### config.mk
export PLATFORM = sky130hd
export DESIGN_NAME = cvs_queue
export DESIGN_NICKNAME = d
export VERILOG_FILES = /design/src/design/cvs_pkg.sv /design/src/design/cvs_queue.sv
export SDC_FILE = /design/constraint.sdc
export NUM_CORES = 1
export LEC_CHECK = 0
export ABC_AREA = 1
export BUFFER_PORTS_ARGS = -buffer_cell sky130_fd_sc_hd__clkbuf_2
export CORE_ASPECT_RATIO = 2
export CORE_UTILIZATION = 40
export DETAILED_ROUTE_END_ITERATION = 10
export GPL_ROUTABILITY_DRIVEN = 0
export MAX_ROUTING_LAYER = met4
export PLACE_DENSITY = 0.66
export SLEW_MARGIN = 20
export SYNTH_ARGS = -nofsm -noshare
export SYNTH_HDL_FRONTEND = slang
export SYNTH_SLANG_ARGS = --single-unit
### constraint.sdc
create_clock -name clk_i -period 4.8 [get_ports clk_i]
set_input_delay 0.96 -clock clk_i [delete_from_list [all_inputs] [get_ports clk_i]]
set_output_delay 0.96 -clock clk_i [all_outputs]
set_load 0.005 [all_outputs]
### src/design/cvs_pkg.sv
// Shared types, constants and tables for the composite video scanline sequencer.
`default_nettype none

package cvs_pkg;

  // Default sizes, handed to the top level's parameters.
  localparam int unsigned TOTAL_LINE_COUNT_DEF = 312;
  localparam int unsigned MAX_LINE_BYTES_DEF   = 32;
  localparam int unsigned STORE_DEPTH_DEF      = 4096;

  // Field widths fixed by the interface.
  localparam int unsigned LINE_W      = 9;
  localparam int unsigned FRAME_W     = 32;
  localparam int unsigned ADDR_IN_W   = 12;
  localparam int unsigned CFG_INDEX_W = 2;
  localparam int unsigned CFG_DATA_W  = 9;
  // Byte count covers the largest line length of 63.
  localparam int unsigned COUNT_W     = 7;
  // Row times bytes per line: 9 bits by 6 bits.
  localparam int unsigned BASE_W      = 15;
  // Glyph line times row stride plus code times four.
  localparam int unsigned FONT_SUM_W  = 13;

  // Queue and output buffer depths (powers of two).
  localparam int unsigned QUEUE_DEPTH = 2;
  localparam int unsigned OUT_DEPTH   = 4;

  // Vertical sync lines.
  localparam logic [LINE_W-1:0] LONG_SYNC_ON_LINE  = 9'd302;
  localparam logic [LINE_W-1:0] LONG_SYNC_OFF_LINE = 9'd310;

  // Text geometry.
  localparam logic [3:0]  ROW_SCANLINES   = 4'd14;
  localparam int unsigned FONT_ROW_STRIDE = 128 * 4;
  localparam int unsigned FONT_ROW_SHIFT  = $clog2(FONT_ROW_STRIDE);
  localparam int unsigned GLYPH_BYTES     = 4;

  // Input operation codes.
  localparam logic [1:0] OP_LINE_TICK = 2'd0;
  localparam logic [1:0] OP_FRAME_WR  = 2'd1;
  localparam logic [1:0] OP_FONT_WR   = 2'd2;

  // Configuration register indexes.
  localparam logic [CFG_INDEX_W-1:0] CFG_VIDEO_MODE  = 2'd0;
  localparam logic [CFG_INDEX_W-1:0] CFG_BLANK_TOP   = 2'd1;
  localparam logic [CFG_INDEX_W-1:0] CFG_ACTIVE_LINE = 2'd2;
  localparam logic [CFG_INDEX_W-1:0] CFG_LINE_BYTES  = 2'd3;

  // Video modes; the spare code behaves as text.
  localparam logic [1:0] MODE_GFX4     = 2'd0;
  localparam logic [1:0] MODE_GFX2     = 2'd1;
  localparam logic [1:0] MODE_TEXT     = 2'd2;
  localparam logic [1:0] MODE_TEXT_ALT = 2'd3;

  // Register values after reset.
  localparam logic [1:0]        MODE_RESET       = MODE_GFX4;
  localparam logic [LINE_W-1:0] BLANK_TOP_RESET  = 9'd29;
  localparam logic [LINE_W-1:0] ACTIVE_RESET     = 9'd256;
  localparam logic [5:0]        LINE_BYTES_RESET = 6'd16;

  // Glyph line for each scanline of a text row.
  localparam logic [2:0] GLYPH_LINE_MAP [16] = '{
    3'd0, 3'd0, 3'd1, 3'd1, 3'd2, 3'd3, 3'd3, 3'd4,
    3'd5, 3'd5, 3'd6, 3'd6, 3'd7, 3'd7, 3'd0, 3'd0
  };

  typedef enum logic [1:0] {
    CMD_LINE,
    CMD_FRAME_WR,
    CMD_FONT_WR
  } cmd_kind_e;

  typedef struct packed {
    logic [1:0]           op;
    logic [ADDR_IN_W-1:0] address;
    logic [7:0]           write_data;
  } in_t;

  typedef struct packed {
    logic [7:0]         pixels;
    logic               pixels_valid;
    logic               last;
    logic [LINE_W-1:0]  line_number;
    logic [FRAME_W-1:0] frame_count;
    logic               long_sync;
  } out_t;

  // One classified job passed from the front end to the back end.
  typedef struct packed {
    cmd_kind_e            kind;
    logic [ADDR_IN_W-1:0] address;
    logic [7:0]           write_data;
    logic                 blank;
    logic                 text;
    logic [BASE_W-1:0]    base;
    logic [2:0]           glyph;
    logic [COUNT_W-1:0]   count;
    logic [LINE_W-1:0]    line_number;
    logic [FRAME_W-1:0]   frame_count;
    logic                 long_sync;
  } cmd_t;

endpackage

`default_nettype wire

### src/design/cvs_queue.sv
// Short job queue between the front end and the back end.
`default_nettype none

module cvs_queue import cvs_pkg::*; (
  input  logic clk_i,
  input  logic rst_ni,
  input  logic push_i,
  input  cmd_t push_cmd_i,
  output logic full_o,
  input  logic pop_i,
  output logic valid_o,
  output cmd_t head_o
);

  localparam int unsigned PtrW = (QUEUE_DEPTH > 1) ? $clog2(QUEUE_DEPTH) : 1;

  cmd_t            slot_q [QUEUE_DEPTH];
  logic [PtrW-1:0] wr_ptr_q, wr_ptr_d;
  logic [PtrW-1:0] rd_ptr_q, rd_ptr_d;
  logic [PtrW:0]   cnt_q, cnt_d;

  assign full_o  = (cnt_q == (PtrW+1)'(QUEUE_DEPTH));
  assign valid_o = (cnt_q != '0);
  assign head_o  = slot_q[rd_ptr_q];

  // Pointer and fill bookkeeping; the depth is a power of two so pointers wrap.
  always_comb begin
    wr_ptr_d = wr_ptr_q;
    rd_ptr_d = rd_ptr_q;
    cnt_d    = cnt_q;
    if (push_i) begin
      wr_ptr_d = wr_ptr_q + PtrW'(1);
    end
    if (pop_i) begin
      rd_ptr_d = rd_ptr_q + PtrW'(1);
    end
    case ({push_i, pop_i})
      2'b10:   cnt_d = cnt_q + (PtrW+1)'(1);
      2'b01:   cnt_d = cnt_q - (PtrW+1)'(1);
      default: cnt_d = cnt_q;
    endcase
  end

  always_ff @(posedge clk_i or negedge rst_ni) begin
    if (!rst_ni) begin
      wr_ptr_q <= '0;
      rd_ptr_q <= '0;
      cnt_q    <= '0;
    end else begin
      wr_ptr_q <= wr_ptr_d;
      rd_ptr_q <= rd_ptr_d;
      cnt_q    <= cnt_d;
    end
  end

  // Job storage.
  always_ff @(posedge clk_i) begin
    if (push_i) begin
      slot_q[wr_ptr_q] <= push_cmd_i;
    end
  end

endmodule

`default_nettype wire

# Word level (Yosys, flattened, before mapping)
# Memory sizes are Yosys's and may differ from the RTL's.
# Cells that the tools add are included.
# W data, S select, Z words.
[totals] mem_bits_rw=182 regBits=4 memories=1
[mem_list] memory="slot_q" depth=2 word_bits=91 rd=1 rd_ports_with_merged_regs=0 wr=1 line_no="cvs_queue.sv:17" source="cmd_t slot_q [QUEUE_DEPTH];"
[op_classes] add_sub_neg=4 reduce_logical=2 n_eq_ne=3 mux=3
[op_table] operator="$eq A2 B2 Y1 const B" count=2
[op_table] operator="$pmux W2 S2" count=1
[op_table] operator="$reduce_bool A2 Y1" count=2
[op_table] operator="$add A1 B1 Y1 const B" count=2
[op_table] operator="$add A2 B1 Y2 const B" count=1
[op_table] operator="$eq A2 B1 Y1 const B" count=1
[op_table] operator="$mux W1" count=2
[op_table] operator="$sub A2 B1 Y2 const B" count=1

# Longest topological paths before layout
# Gate-level depths: netlist of the first run.
[depth] ltp_word=2 mapped_depth=7 mapped_depth_nobuf=7

# Worst setup path before layout of the first run
# OpenSTA, ideal clock, no wires.
[synth_path] path_kind="input port to flip-flop" start="in push_i" end="mem slot_q[0][0] in the netlist's numbering (enable)" cell_stages=2 path_slack_ns=-0.576 t_arrival_ns=4.832 path_cell_list="inv_1 nor2_1"
[synth_between] elab_chain_cells=2
[synth_rtl] element="start: declaration" line_no="cvs_queue.sv:7" source="input logic push_i,"
[synth_rtl] element="$mux W1" line_no="cvs_queue.sv:58" source="if (push_i) begin"
[synth_rtl] element="$mux W1 (not written as such)" line_no="cvs_queue.sv:59" source="slot_q[wr_ptr_q] <= push_cmd_i;"
[synth_rtl] element="end: declaration" line_no="cvs_queue.sv:17"
# Every way passes these cells.

==> results.ini, run 1 <==
[floorplanning]
row_count=69
dieHeight_um=193
fp.dieW_um=97.4
core_area_um2=17800
ios=188
start_util=0.409
die-area_um2=18800

[final_layout]
multi_input_area_um2=1080
num-nets-final=786
areaGrowthSynthToFinish_pct=21.8
drive_gt1_frac=0.394
seq_area_um2=5570
fillers=1585

[worst_hold_path]
hold_path.class=input pin to asynchronous set/reset pin

[synth]
synth_async_sr_flop_share=0.0215
synth_nets=595
yosys_warnings=0
synth.distinct_cells=17
ys_ff_latch=186
synthTopCellsByCount=edfxtp_1 (182), inv_1 (97), nand2_1 (97)
yosysTopAreaCell=edfxtp_1
synth-edff-count=182
synthTopCellsByArea=edfxtp_1 (75%), o21ai_2 (6.3%), inv_1 (5.0%), nand2_1 (5.0%), o21ai_0 (2.7%)
ys.flop_type=edfxtp_1
synthesis.area_per_instance_um2=14.6
synth_top_cell_area_share=0.751
yosysSeqAreaShare=0.764
synthCells=499
synth.most_common_cell=edfxtp_1
netlist_area_um2=7280

[power_and_ir_drop]
pwr-share-comb=0.273
p_seq_frac=0.453
p_per_area_nw_per_um2=572
switching_share=0.315
irDropWorstVdd_mv=0.480
pwr-share-clk=0.274
p_int_uw=3470
p_switching_uw=1600
leakage_uw=0.00380

[critical_path]
worstSetupPathType=flip-flop to primary output
cp.required_ps=3840
end_kind=primary output
start_kind=flip-flop
ff2ff_path_depth=3
cp.arrival_ps=2170
crit_fanout=51

[routing]
vias=4246
via_per_inst=4.62
drtIter0Drc=188
drcViolationCount=0
first_pass_iters=4
wire_per_inst_um=15.0
ant_nets=0
routed_wl_um=13800

[cts]
insertion_delay_ps=430
tritoncts=yes
cts_setup_buffers=0
post_cts_resize_count=0
hold_buffers=0
clockBufferDepth=2
cts_buffers=17
clockRootBuffer=clkbuf_16
cts_num_sinks=186
htreeDepth=4
clk_pin_slew_ps=70

[sta]
hold_viol_final=0
fin_skew_ps=8.85
drv_slew=0
setup_viol=0
fmax_ghz=0.320
slew_headroom=0.361
layout_min_cycle_time_ps=3130
worst_slew_pin_slew_ps=959
rsz0062_at_grt=no
period_share=0.651
whs_ps=342
tns_ps=0

[job]
drv_cap=0

[grt]
grt_pass1_wl_um=20800
track_usage=0.153
grt_pass1_vias=4356
antenna_found_initial=4
overflow=0
grt_max_degree=86

[placed_design]
numPortBuffers=187
dp_hpwl_um=9600

[status]
outcome=complete, no violations

## path summary, 6_finish.rpt
| check | endpoint | from | slack [ps] |
|---|---|---|---|
| setup / recovery | head_o[23] | rd_ptr_q | 1670 |
| hold / removal | cnt_q[1] | rst_ni | 340 |
| setup reg to reg | slot_q[1][84] | wr_ptr_q | 2830 |
| hold reg to reg | cnt_q[1] | cnt_q[1] | 480 |
| max in group asynchronous | rd_ptr_q | rst_ni | 4300 |
| min in group clk_i | cnt_q[1] | cnt_q[1] | 480 |
## layout make-up
type / instances / share of cell area
tap: 213 / 0.0301
antenna: 4 / 0.00113
sequential: 186 / 0.628
timing repair buffer: 192 / 0.111
clock buffer: 17 / 0.0480
multi-input combinational: 196 / 0.122
inverter: 97 / 0.0413
clock inverter: 15 / 0.0186
## power groups by stage
| stage | clock, uW | combinational, uW | sequential, uW |
|---|---|---|---|
| 3_5_place_dp | 0 | 1420 | 2340 |
| 6_report | 1390 | 1380 | 2300 |
| 5_1_grt | 1490 | 1550 | 2330 |
| 2_1_floorplan | 0 | 1050 | 2270 |
| 3_3_place_gp | 0 | 1390 | 2320 |
| 4_1_cts | 1430 | 1430 | 2300 |
## logic make-up (layout without fill, tap and decap cells)
| kind of cell | after synthesis | count (layout) | synth area share |
|---|---|---|---|
| other | 0 | 4 | 0 |
| AND/OR/NAND/NOR | 101 | 101 | 0.0526 |
| XOR/XNOR | 3 | 3 | 0.00361 |
| AO/OA/AOI/OAI | 91 | 91 | 0.0894 |
| flip-flops | 186 | 186 | 0.764 |
| adder cells (fa/ha/maj) | 1 | 1 | 0.00172 |
| buffers and inverters | 117 | 321 | 0.0883 |
## per-layer routing
metal	wire length, um	part of all wire	global-route usage
met5	0	0	-
met2	7920	0.58	0.279
met1	4710	0.34	0.137
met3	662	0.048	0.0485
met4	463	0.034	0.0877
## cells in the final DEF, fill, tap and decap left out
cell        instances
xnor2_1             1
inv_6               3
nor2_4              1
inv_8               2
clkbuf_16          17
clkinv_1            2
o21ai_2            52
inv_1              96
dfrtp_4             1
nand2_1            97
nor2_1              1
clkinvlp_4          3
bufinv_16           2
xor2_1              2
clkbuf_2          187
buf_4               4
edfxtp_1          182
diode_2             4
dfrtp_1             3
nand3_1             1
ha_1                1
o21ai_0            39
buf_12              1
nand4_1             1
clkinv_4            3
inv_4               1
## registers in the layout, indices dropped and copies added (netlist names)
register and cells:
slot_q 182, cnt_q 2, rd_ptr_q 1, wr_ptr_q 1
## per-stage QoR
step,util,worst slack (ps),instances,cell area (um^2),total power [uW]
floorplan,-,1010,499,7280,3320
global placement,0.465,2120,884,8270,3710
detailed placement,0.465,2060,884,8270,3760
CTS,0.498,1590,916,8860,5160
global route,0.499,1440,920,8870,5370
finish,0.499,1670,920,8870,5070
## worst max-delay path, cell delays in order, from the launching register on
cell      delay [ps]
dfrtp_4          760
buf_4            550
nand2_1          130
o21ai_0          130
clkbuf_2         170
Power figures use the tool's default switching activity.
==> run 2, diff against run 1 <==
Settings changed: ABC_AREA 1 to 0.
Clock period 4.8 ns to 2.6 ns, I/O delays scaled along.
==> run 2 against run 1 <==
Compared with the run above:
- utilization increased by 1.2 points
- synthesized area decreased by 1.8%
- sequential cell count unchanged
- critical path depth decreased by 1
- clock power increased by 73%
- power increased by 85%
- die area decreased by 1.7%
- via count decreased by 19%
- non-clock buffer count increased by 3
- synthesized cell count decreased by 40%
==> results.ini, run 2 <==
[status]
outcome=complete, no violations

[critical_path]
rr_startpoint=wr_ptr_q
crit_fanout=36
crit_end=head_o[78]
end_kind=primary output
cpPeakStageDelay_ps=530
cp.arrival_ps=1740
cp.required_ps=2080
ff2ff_path_depth=2
worstSetupPathType=flip-flop to primary output
crit_start=rd_ptr_q
regToRegEndpoint=slot_q[1][18]
cp_cell_sequence=buf_12 > mux2_2 > clkbuf_2
rrSetupSlack_ps=1170
start_kind=flip-flop
crit_path_top_delay_cell=dfrtp_4

[synth]
synthTopCellsByArea=edfxtp_1 (76%), mux2_4 (17%), buf_12 (2.2%), mux2_2 (1.7%), dfrtp_1 (1.4%)
netlist_area_um2=7150
synth.most_common_cell=edfxtp_1
yosysSeqAreaShare=0.778
yosys_warnings=0
synthCells=299
synthesis.area_per_instance_um2=23.9
synth-adder-area-share=0.00175
synthTopCellsByCount=edfxtp_1 (182), mux2_4 (80), mux2_2 (11)
synth_xor_xnor_area_share=0.00612
muxShareOfSynthArea=0.185
ys_ff_latch=186
synth-edff-count=182
synth_top_cell_area_share=0.764
synth_top_family_by_area=multiplexers
ys.flop_type=edfxtp_1
synth_compound_area_frac=0
synth_nets=395
synthSimpleGateAreaFrac=0.00367
yosysTopAreaCell=edfxtp_1
synth.distinct_cells=15
synth_async_sr_flop_share=0.0215

[placed_design]
dp_hpwl_um=9200
numPortBuffers=187
post-place-cells=693

[cts]
cts_buffers=17
cts_setup_buffers=0
clk_pin_slew_ps=70
clockRootBuffer=clkbuf_16
clockBufferDepth=2
htreeDepth=4
hold_buffers=1
tritoncts=yes
insertion_delay_ps=420
cts_num_sinks=186
post_cts_resize_count=0

[power_and_ir_drop]
leakage_uw=0.00358
switching_share=0.269
p_switching_uw=2520
p_int_uw=6860
pwr-share-clk=0.256
pwr-share-comb=0.300
p_per_area_nw_per_um2=1060
p_seq_frac=0.444
irDropWorstVdd_mv=1.00

[sta]
tns_ps=0
fmax_ghz=0.442
hold_viol_final=0
fin_skew_ps=6.33
setup_viol=0
worst_slew_pin_slew_ps=498
period_share=0.870
slew_headroom=0.668
drv_slew=0
layout_min_cycle_time_ps=2260
rsz0062_at_grt=no

[floorplanning]
start_util=0.412
ios=188
fp.dieW_um=96.6
dieHeight_um=191
die-area_um2=18500
row_count=68
core_area_um2=17400

[final_layout]
drive_gt1_frac=0.618
largest_reg_flops=182
multi_input_area_um2=1420
seq_area_um2=5570
num-nets-final=599
layout.cells.non_filler=728
final_common_cell=clkbuf_2
final_cell_mix=clkbuf_2 (187), edfxtp_1 (182), mux2_4 (80)
reg_top3=slot_q x182, cnt_q x2
fillers=1493
areaGrowthSynthToFinish_pct=23.9
regMostFlops=slot_q

[grt]
track_usage=0.155
grt_max_degree=60
grt_most_used_layer=met2
grt_util_met2=0.267
grt_pass1_wl_um=19300
antenna_found_initial=1
grtUsageMet3=0.0434
grt_pass1_vias=3815
gr-usage-met1=0.139
overflow=0

[routing]
drcViolationCount=0
routed_wl_um=13200
first_pass_iters=4
via_per_inst=4.71
wire_per_inst_um=18.2
vias=3430
drtIter0Drc=131
ant_nets=0

[job]
drv_cap=0

[worst_hold_path]
holdPathStages=1
hold_path.class=input pin to flip-flop

## run 2: cell count changes after synthesis, moves of 4 or more
cell | previous run | this run
buf_12 | 4 | 8
buf_6 | 8 | 1
buf_8 | 6 | 0
inv_1 | 97 | 1
mux2_2 | 0 | 11
mux2_4 | 0 | 80
nand2_1 | 97 | 0
o21ai_0 | 39 | 0
o21ai_2 | 52 | 0
## run 2: critical path, delay by kind of cell (launching register included)
family / cells / cell delay (ps)
flip-flops: 1 / 530
buffers and inverters: 2 / 390
multiplexers: 1 / 370
## run 2: cell families (layout without fill, tap and decap cells)
group | after synthesis | after routing
xor gates and xnor gates | 5 | 5
and+or+nand+nor | 5 | 5
adders and majority gates | 1 | 1
other | 0 | 2
DFF | 186 | 186
muxes | 91 | 91
buffers and inverters | 11 | 228
## run 2: worst min path at each step
stage                     to           start  slack [ps]
2_1_floorplan       cnt_q[0]          rst_ni         220
3_3_place_gp        rd_ptr_q          rst_ni         340
3_5_place_dp        rd_ptr_q          rst_ni         340
4_1_cts        slot_q[0][71]  push_cmd_i[71]         260
5_1_grt        slot_q[1][69]  push_cmd_i[69]         260
6_report       slot_q[1][69]  push_cmd_i[69]         280
## run 2: routing by layer
layer  up-vias  wire, um
met4         0       767
li1       1594         -
met1      1671      4260
met3        38       731
met5         -         0
met2       127      7450
## run 2: final cells by class
class | instances | area share
Multi-Input combinational cell | 102 | 0.160
Clock inverter | 13 | 0.0136
Inverter | 1 | 0.000424
Sequential cell | 186 | 0.629
Timing Repair Buffer | 195 | 0.118
Clock buffer | 19 | 0.0489
Tap cell | 210 | 0.0297
Antenna cell | 2 | 0.000565
## run 2: power groups by stage
stage	clock network [uW]	logic, uW	registers (uW)
finish	2400	2810	4170
global placement	0	2840	4200
floorplan	0	2050	4170
detailed placement	0	2880	4240
global route	2590	3060	4220
CTS	2480	2890	4180
## run 2: per-stage QoR
stage	area [um^2]	total power (uW)	worst slack, ps	hold WS (ps)	utilization
after detailed placement	8290	7120	753	340	0.478
final	8860	9380	339	284	0.510
after CTS	8850	9540	289	258	0.510
after global placement	8290	7040	772	336	0.478
after global routing	8860	9870	258	262	0.510
after floorplan	7160	6220	268	224	-
