File: config.mk
export PLATFORM = sky130hd
export DESIGN_NAME = cvs_front
export DESIGN_NICKNAME = d
export VERILOG_FILES = /design/src/design/cvs_pkg.sv /design/src/design/cvs_front.sv
export SDC_FILE = /design/constraint.sdc
export NUM_CORES = 1
export LEC_CHECK = 0
export BUFFER_PORTS_ARGS = -buffer_cell sky130_fd_sc_hd__buf_2
export CORE_MARGIN = 2
export CORE_UTILIZATION = 60
export DETAILED_ROUTE_END_ITERATION = 6
export GPL_ROUTABILITY_DRIVEN = 0
export PLACE_DENSITY = 0.86
export SLEW_MARGIN = 10
export SYNTH_ARGS = -nofsm -noshare
export SYNTH_HDL_FRONTEND = slang
export SYNTH_SLANG_ARGS = --single-unit
File: constraint.sdc
create_clock -name clk_i -period 19.2 [get_ports clk_i]
set_input_delay 1.92 -clock clk_i [delete_from_list [all_inputs] [get_ports clk_i]]
set_output_delay 1.92 -clock clk_i [all_outputs]
set_load 0.02 [all_outputs]
File: src/design/cvs_pkg.sv
// Shared types, constants and tables for the composite video scanline sequencer.
`default_nettype none

package cvs_pkg;

  // Default sizes, handed to the top level's parameters.
  localparam int unsigned TOTAL_LINE_COUNT_DEF = 312;
  localparam int unsigned MAX_LINE_BYTES_DEF   = 32;
  localparam int unsigned STORE_DEPTH_DEF      = 4096;

  // Field widths fixed by the interface.
  localparam int unsigned LINE_W      = 9;
  localparam int unsigned FRAME_W     = 32;
  localparam int unsigned ADDR_IN_W   = 12;
  localparam int unsigned CFG_INDEX_W = 2;
  localparam int unsigned CFG_DATA_W  = 9;
  // Byte count covers the largest line length of 63.
  localparam int unsigned COUNT_W     = 7;
  // Row times bytes per line: 9 bits by 6 bits.
  localparam int unsigned BASE_W      = 15;
  // Glyph line times row stride plus code times four.
  localparam int unsigned FONT_SUM_W  = 13;

  // Queue and output buffer depths (powers of two).
  localparam int unsigned QUEUE_DEPTH = 2;
  localparam int unsigned OUT_DEPTH   = 4;

  // Vertical sync lines.
  localparam logic [LINE_W-1:0] LONG_SYNC_ON_LINE  = 9'd302;
  localparam logic [LINE_W-1:0] LONG_SYNC_OFF_LINE = 9'd310;

  // Text geometry.
  localparam logic [3:0]  ROW_SCANLINES   = 4'd14;
  localparam int unsigned FONT_ROW_STRIDE = 128 * 4;
  localparam int unsigned FONT_ROW_SHIFT  = $clog2(FONT_ROW_STRIDE);
  localparam int unsigned GLYPH_BYTES     = 4;

  // Input operation codes.
  localparam logic [1:0] OP_LINE_TICK = 2'd0;
  localparam logic [1:0] OP_FRAME_WR  = 2'd1;
  localparam logic [1:0] OP_FONT_WR   = 2'd2;

  // Configuration register indexes.
  localparam logic [CFG_INDEX_W-1:0] CFG_VIDEO_MODE  = 2'd0;
  localparam logic [CFG_INDEX_W-1:0] CFG_BLANK_TOP   = 2'd1;
  localparam logic [CFG_INDEX_W-1:0] CFG_ACTIVE_LINE = 2'd2;
  localparam logic [CFG_INDEX_W-1:0] CFG_LINE_BYTES  = 2'd3;

  // Video modes; the spare code behaves as text.
  localparam logic [1:0] MODE_GFX4     = 2'd0;
  localparam logic [1:0] MODE_GFX2     = 2'd1;
  localparam logic [1:0] MODE_TEXT     = 2'd2;
  localparam logic [1:0] MODE_TEXT_ALT = 2'd3;

  // Register values after reset.
  localparam logic [1:0]        MODE_RESET       = MODE_GFX4;
  localparam logic [LINE_W-1:0] BLANK_TOP_RESET  = 9'd29;
  localparam logic [LINE_W-1:0] ACTIVE_RESET     = 9'd256;
  localparam logic [5:0]        LINE_BYTES_RESET = 6'd16;

  // Glyph line for each scanline of a text row.
  localparam logic [2:0] GLYPH_LINE_MAP [16] = '{
    3'd0, 3'd0, 3'd1, 3'd1, 3'd2, 3'd3, 3'd3, 3'd4,
    3'd5, 3'd5, 3'd6, 3'd6, 3'd7, 3'd7, 3'd0, 3'd0
  };

  typedef enum logic [1:0] {
    CMD_LINE,
    CMD_FRAME_WR,
    CMD_FONT_WR
  } cmd_kind_e;

  typedef struct packed {
    logic [1:0]           op;
    logic [ADDR_IN_W-1:0] address;
    logic [7:0]           write_data;
  } in_t;

  typedef struct packed {
    logic [7:0]         pixels;
    logic               pixels_valid;
    logic               last;
    logic [LINE_W-1:0]  line_number;
    logic [FRAME_W-1:0] frame_count;
    logic               long_sync;
  } out_t;

  // One classified job passed from the front end to the back end.
  typedef struct packed {
    cmd_kind_e            kind;
    logic [ADDR_IN_W-1:0] address;
    logic [7:0]           write_data;
    logic                 blank;
    logic                 text;
    logic [BASE_W-1:0]    base;
    logic [2:0]           glyph;
    logic [COUNT_W-1:0]   count;
    logic [LINE_W-1:0]    line_number;
    logic [FRAME_W-1:0]   frame_count;
    logic                 long_sync;
  } cmd_t;

endpackage

`default_nettype wire

File: src/design/cvs_front.sv
// Front end: configuration registers, raster counters and job classification.
`default_nettype none

module cvs_front import cvs_pkg::*; #(
  parameter int unsigned TOTAL_LINE_COUNT = TOTAL_LINE_COUNT_DEF,
  parameter int unsigned MAX_LINE_BYTES   = MAX_LINE_BYTES_DEF
) (
  input  logic                   clk_i,
  input  logic                   rst_ni,
  input  logic                   in_valid_i,
  input  in_t                    in_data_i,
  output logic                   in_stall_o,
  input  logic                   cfg_valid_i,
  output logic                   cfg_ready_o,
  input  logic [CFG_INDEX_W-1:0] cfg_index_i,
  input  logic [CFG_DATA_W-1:0]  cfg_data_i,
  output logic                   push_o,
  output cmd_t                   push_cmd_o,
  input  logic                   full_i
);

  logic [1:0]         mode_q, mode_d;
  logic [LINE_W-1:0]  blank_q, blank_d;
  logic [LINE_W-1:0]  active_q, active_d;
  logic [5:0]         bpl_q, bpl_d;

  logic [LINE_W-1:0]  line_q, line_d;
  logic [FRAME_W-1:0] frames_q, frames_d;
  logic               flag_q, flag_d;
  logic [4:0]         row_q, row_d;
  logic [3:0]         scan_q, scan_d;

  logic               accept;
  logic               tick;
  logic [LINE_W:0]    line_end;
  logic               in_active;
  logic [LINE_W-1:0]  act;
  logic               text_mode;
  logic               first_row;
  logic [4:0]         row_eff;
  logic [3:0]         scan_eff;
  logic [3:0]         scan_next;
  logic [LINE_W-1:0]  gfx_row;
  logic [LINE_W-1:0]  mul_a;
  logic [BASE_W-1:0]  product;
  logic [COUNT_W-1:0] count;
  logic [LINE_W:0]    line_next;

  assign accept      = in_valid_i && !full_i;
  assign tick        = accept && (in_data_i.op == OP_LINE_TICK);
  assign in_stall_o  = full_i;
  assign cfg_ready_o = 1'b1;

  // Where the current line sits in the raster.
  always_comb begin
    line_end  = {1'b0, blank_q} + {1'b0, active_q};
    in_active = (line_q >= blank_q) && ({1'b0, line_q} < line_end);
    act       = line_q - blank_q;
    text_mode = mode_q inside {MODE_TEXT, MODE_TEXT_ALT};
    first_row = (act == '0);
    row_eff   = first_row ? '0 : row_q;
    scan_eff  = first_row ? '0 : scan_q;
    gfx_row   = (mode_q == MODE_GFX4) ? (act >> 2) : (act >> 1);
    mul_a     = text_mode ? {4'b0, row_eff} : gfx_row;
    product   = BASE_W'(mul_a) * BASE_W'(bpl_q);
  end

  // Byte count, with zero taken as one and large values clipped.
  always_comb begin
    if (bpl_q == '0) begin
      count = COUNT_W'(1);
    end else if ({1'b0, bpl_q} > COUNT_W'(MAX_LINE_BYTES)) begin
      count = COUNT_W'(MAX_LINE_BYTES);
    end else begin
      count = {1'b0, bpl_q};
    end
  end

  // Configuration writes.
  always_comb begin
    mode_d   = mode_q;
    blank_d  = blank_q;
    active_d = active_q;
    bpl_d    = bpl_q;
    if (cfg_valid_i) begin
      case (cfg_index_i)
        CFG_VIDEO_MODE:  mode_d   = cfg_data_i[1:0];
        CFG_BLANK_TOP:   blank_d  = cfg_data_i;
        CFG_ACTIVE_LINE: active_d = cfg_data_i;
        CFG_LINE_BYTES:  bpl_d    = cfg_data_i[5:0];
        default:         mode_d   = mode_q;
      endcase
    end
  end

  // Line ticks step the line count, and row and scanline on active text lines.
  always_comb begin
    line_d    = line_q;
    frames_d  = frames_q;
    flag_d    = flag_q;
    row_d     = row_q;
    scan_d    = scan_q;
    scan_next = scan_eff + 4'd1;
    line_next = {1'b0, line_q} + (LINE_W+1)'(1);
    if (tick) begin
      if (in_active) begin
        if (text_mode) begin
          if (scan_next >= ROW_SCANLINES) begin
            scan_d = '0;
            row_d  = row_eff + 5'd1;
          end else begin
            scan_d = scan_next;
            row_d  = row_eff;
          end
        end
      end else if (line_q >= blank_q) begin
        if (line_q == LONG_SYNC_ON_LINE) begin
          flag_d = 1'b1;
        end else if (line_q >= LONG_SYNC_OFF_LINE) begin
          flag_d = 1'b0;
        end
      end
      if (line_next >= (LINE_W+1)'(TOTAL_LINE_COUNT)) begin
        line_d   = '0;
        frames_d = frames_q + FRAME_W'(1);
      end else begin
        line_d = line_next[LINE_W-1:0];
      end
    end
  end

  // Job handed to the queue.
  always_comb begin
    push_o = accept && (in_data_i.op inside {OP_LINE_TICK, OP_FRAME_WR, OP_FONT_WR});
    case (in_data_i.op)
      OP_FRAME_WR: push_cmd_o.kind = CMD_FRAME_WR;
      OP_FONT_WR:  push_cmd_o.kind = CMD_FONT_WR;
      default:     push_cmd_o.kind = CMD_LINE;
    endcase
    push_cmd_o.address     = in_data_i.address;
    push_cmd_o.write_data  = in_data_i.write_data;
    push_cmd_o.blank       = !in_active;
    push_cmd_o.text        = text_mode;
    push_cmd_o.base        = product;
    push_cmd_o.glyph       = GLYPH_LINE_MAP[scan_eff];
    push_cmd_o.count       = count;
    push_cmd_o.line_number = line_q;
    push_cmd_o.frame_count = frames_q;
    push_cmd_o.long_sync   = flag_d;
  end

  always_ff @(posedge clk_i or negedge rst_ni) begin
    if (!rst_ni) begin
      mode_q   <= MODE_RESET;
      blank_q  <= BLANK_TOP_RESET;
      active_q <= ACTIVE_RESET;
      bpl_q    <= LINE_BYTES_RESET;
      line_q   <= '0;
      frames_q <= '0;
      flag_q   <= 1'b0;
      row_q    <= '0;
      scan_q   <= '0;
    end else begin
      mode_q   <= mode_d;
      blank_q  <= blank_d;
      active_q <= active_d;
      bpl_q    <= bpl_d;
      line_q   <= line_d;
      frames_q <= frames_d;
      flag_q   <= flag_d;
      row_q    <= row_d;
      scan_q   <= scan_d;
    end
  end

endmodule

`default_nettype wire

Word level (Yosys, flattened, before mapping)
Memories as Yosys holds them, arrays and structs flattened.
Index checks and enable logic that the tools add are counted.
- equal/unequal tests: 8
- add/sub/neg operators: 6
- multipliers: 1
- multiplexer cells: 17
- magnitude comparators: 7
- reduce and logical (&&, ||, !) cells: 19
- bitwise operators: 1
- operators by type and width (cell ; count):
    $add A32 B1 Y32 const B ; 1
    $mux W8 ; 2
    $mul A8 B6 Y14 ; 1
    $mux W6 ; 2
    $add A9 B1 Y10 const B ; 1
    $add A9 B9 Y10 ; 1
    $eq A2 B2 Y1 const B ; 5
    $ge A10 B9 Y1 const B ; 1
    $lt A9 B10 Y1 ; 1
    $mux W5 ; 2
    $reduce_and A2 Y1 ; 5
    $eq A9 B9 Y1 const B ; 1
    $ge A9 B9 Y1 ; 1
    $ge A9 B9 Y1 const B ; 1
    $logic_not A9 Y1 ; 1
    $mux W9 ; 1
    $sub A9 B9 Y9 ; 1
    $mux W4 ; 2
    $gt A6 B6 Y1 const B ; 1
    $logic_not A2 Y1 ; 3
    $logic_not A6 Y1 ; 1
    $mux W3 ; 2
    $add A5 B1 Y5 const B ; 1
    $ge A5 B5 Y1 const B ; 1
    other kinds (11) ; 20
- memories kept: 1
- word-level logic and storage cells: 69
- bits in registers: 77
- ROM bits: 48
- input port bits: 38
- memories (memory ; depth ; bits a word ; rd ports ; clocked after Yosys merged registers in ; write ports ; line ; text):
    (no name shown) ; 16 ; 3 ; 1 ; 0 ; 0 ; cvs_front.sv:145 ; push_cmd_o.glyph = GLYPH_LINE_MAP[scan_eff];

Longest topological paths before layout
- depth after elaboration: 7
- mapped depth: 25
- depth with buffers taken out: 24

Worst setup path after synthesis
Ideal clock, no wire load.
- path type: register -> output
- from: reg line_q[0]
- to: out push_cmd_o[64] in the netlist's numbering
- path buffers: 1
- stages on the path, launching flop included: 22
- required time: 17.280 ns
- slack: 11.153 ns
- arrival: 6.127 ns
- cell sequence: dfrtp_1 -> inv_1 -> ha_1 -> fa_1 -> nand2b_1 -> a211oi_1 -> o31ai_1 -> a2111oi_4 -> nand4_2 -> buf_6 -> a31oi_4 -> nand2b_1 -> fa_1 -> fa_1 -> fa_1 -> inv_1 -> ha_1 -> a21oi_1 -> nand2b_1 -> a21boi_0 -> o41ai_1 -> o311ai_0
- RTL lines (what ; line ; text):
    from (decl) ; cvs_front.sv:27 ; logic [LINE_W-1:0] line_q, line_d;
    from (signal assigned) ; cvs_front.sv:168 ; line_q <= line_d;
    to (decl) ; cvs_front.sv:18 ; output cmd_t push_cmd_o,

==> results.sh <==
export IMPL_status="completed"
export IMPL_path_common_cell="fa_1"
export IMPL_ios=132
export IMPL_drive_gt1_share_pct=20.88
export IMPL_cts_resized=0
export IMPL_finalPower_mw=1.356
export IMPL_hold_path_class="reg2reg"
export IMPL_first_pass_iters=5
export IMPL_drc=0
export IMPL_wirelength_mm=15.71
export IMPL_synth_edff_count=0
export IMPL_htreeDepth=3
export IMPL_multi_input_area_sq_mm=0.004379
export IMPL_arrival_ns=7.20
export IMPL_first_global_vias=5702
export IMPL_setup_tns_final_ns=0
export IMPL_cp_start_kind="flop"
export IMPL_hold_viol=0
export IMPL_grt_max_degree=78
export IMPL_power_density_mw_per_mm2=181.2
export IMPL_die_area_sq_mm=0.01235
export IMPL_cp_required_ns=17.28
export IMPL_grt_ovfl_total=0
export IMPL_path_max_fanout=20
export IMPL_synthCells=737
export IMPL_period_minus_slack_ns=9.119
export IMPL_finalCritPeriodShare_pct=47.49
export IMPL_crit_family="adder cells"
export IMPL_slew_headroom_pct=18.09
export IMPL_path_buf_inv=3
export IMPL_num_rows=39
export IMPL_ys_ff_latch=77
export IMPL_wl_per_cell_um=16.75
export IMPL_cts_root_buf="clkbuf_16"
export IMPL_worstMarginPinSlew_ns=1.229
export IMPL_cp_end_kind="primary output"
export IMPL_fill_cells=866
export IMPL_cp_num_cells=22
export IMPL_synthesis_area_sq_mm=0.006884
export IMPL_fin_nets=914
export IMPL_reg2reg_depth=18
export IMPL_cts_hold_buffers=0
export IMPL_hpwl_mm=11.76
export IMPL_ys_seq_area_share_pct=28.10
export IMPL_cp_slowest_cell="nand4_2"
export IMPL_n_antenna_cell=0
export IMPL_detail_route_antenna_nets=0
export IMPL_avgSynthCellArea_sq_um=9.341
export IMPL_die_x_um=111.1
export IMPL_ir_drop_v=0.0003735
export IMPL_area_growth_pct=8.688
export IMPL_cts_tree="built"
export IMPL_clkLatencyLatePin_ns=0.34
export IMPL_finalSetupViolations=0
export IMPL_cts_clk_slew_worst_paths_ns=0.06
export IMPL_clock_skew_ns=0.01054
export IMPL_synth_main_ff_cell="dfrtp_1"
export IMPL_timing_critical_path_slowest_cell_delay_ns=0.56
export IMPL_path_class="reg2out"
export IMPL_vias_per_cell=6.053
export IMPL_synthArstFlopShare_pct=100.0
export IMPL_yosys_warnings=0
export IMPL_hold_depth=1
export IMPL_layout_commonest_cell="buf_2"
export IMPL_grt_pass1_wl_mm=26.29
export IMPL_final_seq_area_sq_mm=0.001934
export IMPL_fmax_mhz=109.7
export IMPL_layout_common_cells="buf_2, inv_1, dfrtp_1, ha_1, nand2_1"
export IMPL_grtUsageTotal_pct=25.51
export IMPL_leakagePower_nw=3.627
export IMPL_num_vias=5678
export IMPL_numCtsBuffers=9
export IMPL_dieHeight_um=111.1
export IMPL_post_cts_buffers=0
export IMPL_netlist_cell_type_count=67
export IMPL_cts_sinks=77
export IMPL_cts_buffer_depth=2
export IMPL_slew_violations=0
export IMPL_maxCapViolations=0
export IMPL_core_sq_mm=0.01132
export IMPL_drtIter0Drc=352
export IMPL_worstPathCellList="inv_1 -> ha_1 -> fa_1 -> nand2b_1 -> a211oi_1 -> o31ai_1 -> a2111oi_4 -> nand4_2 -> a21boi_2 -> or3b_2 -> fa_1 -> fa_1 -> fa_1 -> inv_1 -> ha_1 -> a21oi_1 -> nand2b_1 -> a21boi_0 -> o41ai_1 -> nand3_1 -> o311ai_0 -> buf_2"
export IMPL_antenna_found_initial=0
export IMPL_port_buffers=88
export IMPL_start_util_pct=60.81
export IMPL_rsz0062_at_grt="no"
-- state kept, by name (all words and copies together) (netlist names) --
register	count
scan_q	4
mode_q	2
blank_q	9
line_q	9
bpl_q	6
frames_q	32
flag_q	1
row_q	5
active_q	9
-- cell usage after synthesis (all sizes together), types with 3 or more instances --
cell | instances | area (sq um)
a211oi | 8 | 65.06
nor2b | 25 | 156.4
a211o | 4 | 35.03
nand4 | 16 | 106.4
or3 | 4 | 25.02
a2111oi | 4 | 53.81
a21boi | 4 | 33.78
dfstp | 6 | 157.7
a21oi | 26 | 130.1
dfrtp | 71 | 1777
o31ai | 4 | 30.03
buf | 34 | 250.2
or3b | 4 | 35.03
nor3b | 10 | 75.07
and3 | 11 | 68.82
nor2 | 31 | 116.4
o21ai | 24 | 120.1
a21o | 7 | 52.55
nand3b | 3 | 22.52
mux2i | 3 | 30.03
o41ai | 3 | 26.28
nand2b | 16 | 100.1
clkbuf | 14 | 53.80
o21bai | 4 | 30.03
xnor2 | 14 | 122.6
o22ai | 10 | 62.56
nor3 | 16 | 80.08
and2 | 21 | 131.4
nand3 | 29 | 150.1
mux2 | 30 | 337.8
nor4 | 15 | 137.6
nand2 | 44 | 167.7
xor2 | 36 | 315.3
a31oi | 3 | 63.81
o211ai | 4 | 30.03
ha | 59 | 738.2
inv | 72 | 270.3
fa | 27 | 540.5
or2 | 3 | 18.77
-- stage by stage --
step                      hold slack, ns  setup WS [ns]  area (sq um)  util, %  instances
after floorplan                   0.4832          11.15          6888        -        738
after global placement            0.4512          10.75          7213    63.72        922
after detailed placement          0.4561          10.45          7213    63.72        922
after CTS                         0.4692          10.08          7482    66.09        938
after global routing              0.4817          9.613          7482    66.09        938
final                             0.4687          10.08          7482    66.09        938
-- worst reg2reg max path, cell delays in order, from the launching register on --
cell	delay [ns]
dfrtp_1	0.44
inv_1	0.13
ha_1	0.23
fa_1	0.41
nand2b_1	0.18
a211oi_1	0.28
o31ai_1	0.18
a2111oi_4	0.34
nand4_2	0.56
nand2_1	0.32
inv_1	0.12
ha_1	0.23
inv_1	0.06
ha_1	0.23
a21oi_1	0.25
and2_1	0.34
nand4_1	0.16
a21oi_1	0.16
o22ai_1	0.10
-- cell type report --
| type | count | share of cell area (%) |
|---|---|---|
| multi-input cells | 541 | 58.53 |
| flip-flops and latches | 77 | 25.85 |
| repair buffers | 89 | 6.020 |
| inverters | 72 | 3.612 |
| clock buffers | 10 | 3.060 |
| well taps | 143 | 2.391 |
| clock inverters | 6 | 0.5351 |
-- metal layers --
metal  GRT usage [%]  vias up  share of wire, %
met2           43.60      253                50
met4           10.62        0               3.3
met3           5.085       55               6.7
met1           31.70     2731                40
met5               0        -                 0
li1                -     2639                 -
-- worst paths after layout --
path	startpoint	endpoint	slack, ns
max	line_q[0]$_DFFE_PN0P_	push_cmd_o[64]	10.08
min	frames_q[31]$_DFFE_PN0P_	frames_q[31]$_DFFE_PN0P_	0.47
max reg2reg	line_q[0]$_DFFE_PN0P_	row_q[3]$_DFFE_PN0P_	14.34
min reg2reg	frames_q[31]$_DFFE_PN0P_	frames_q[31]$_DFFE_PN0P_	0.47
max in group asynchronous	rst_ni	scan_q[3]$_DFFE_PN0P_	16.81
min in group asynchronous	rst_ni	line_q[1]$_DFFE_PN0P_	1.74
-- power by group --
part	internal (mW)	leakage (nW)	switching [mW]
sequential	0.183	0.951	0.0378
clock	0.0875	0.133	0.0669
combinational	0.401	2.54	0.580
total	0.671	3.63	0.685
-- cell families (layout without fill, tap and decap cells) --
group | count (synthesis) | after routing | synth area share, %
AO/OA/AOI/OAI | 116 | 116 | 12.21
XOR/XNOR | 50 | 50 | 6.361
buffers and inverters | 120 | 177 | 8.342
other | 2 | 3 | 0.1091
flip-flops | 77 | 77 | 28.10
multiplexers | 33 | 33 | 5.343
AND/OR/NAND/NOR | 253 | 253 | 20.96
adder cells (fa/ha/maj) | 86 | 86 | 18.58
Note: power is estimated with default switching activity, not from simulation.
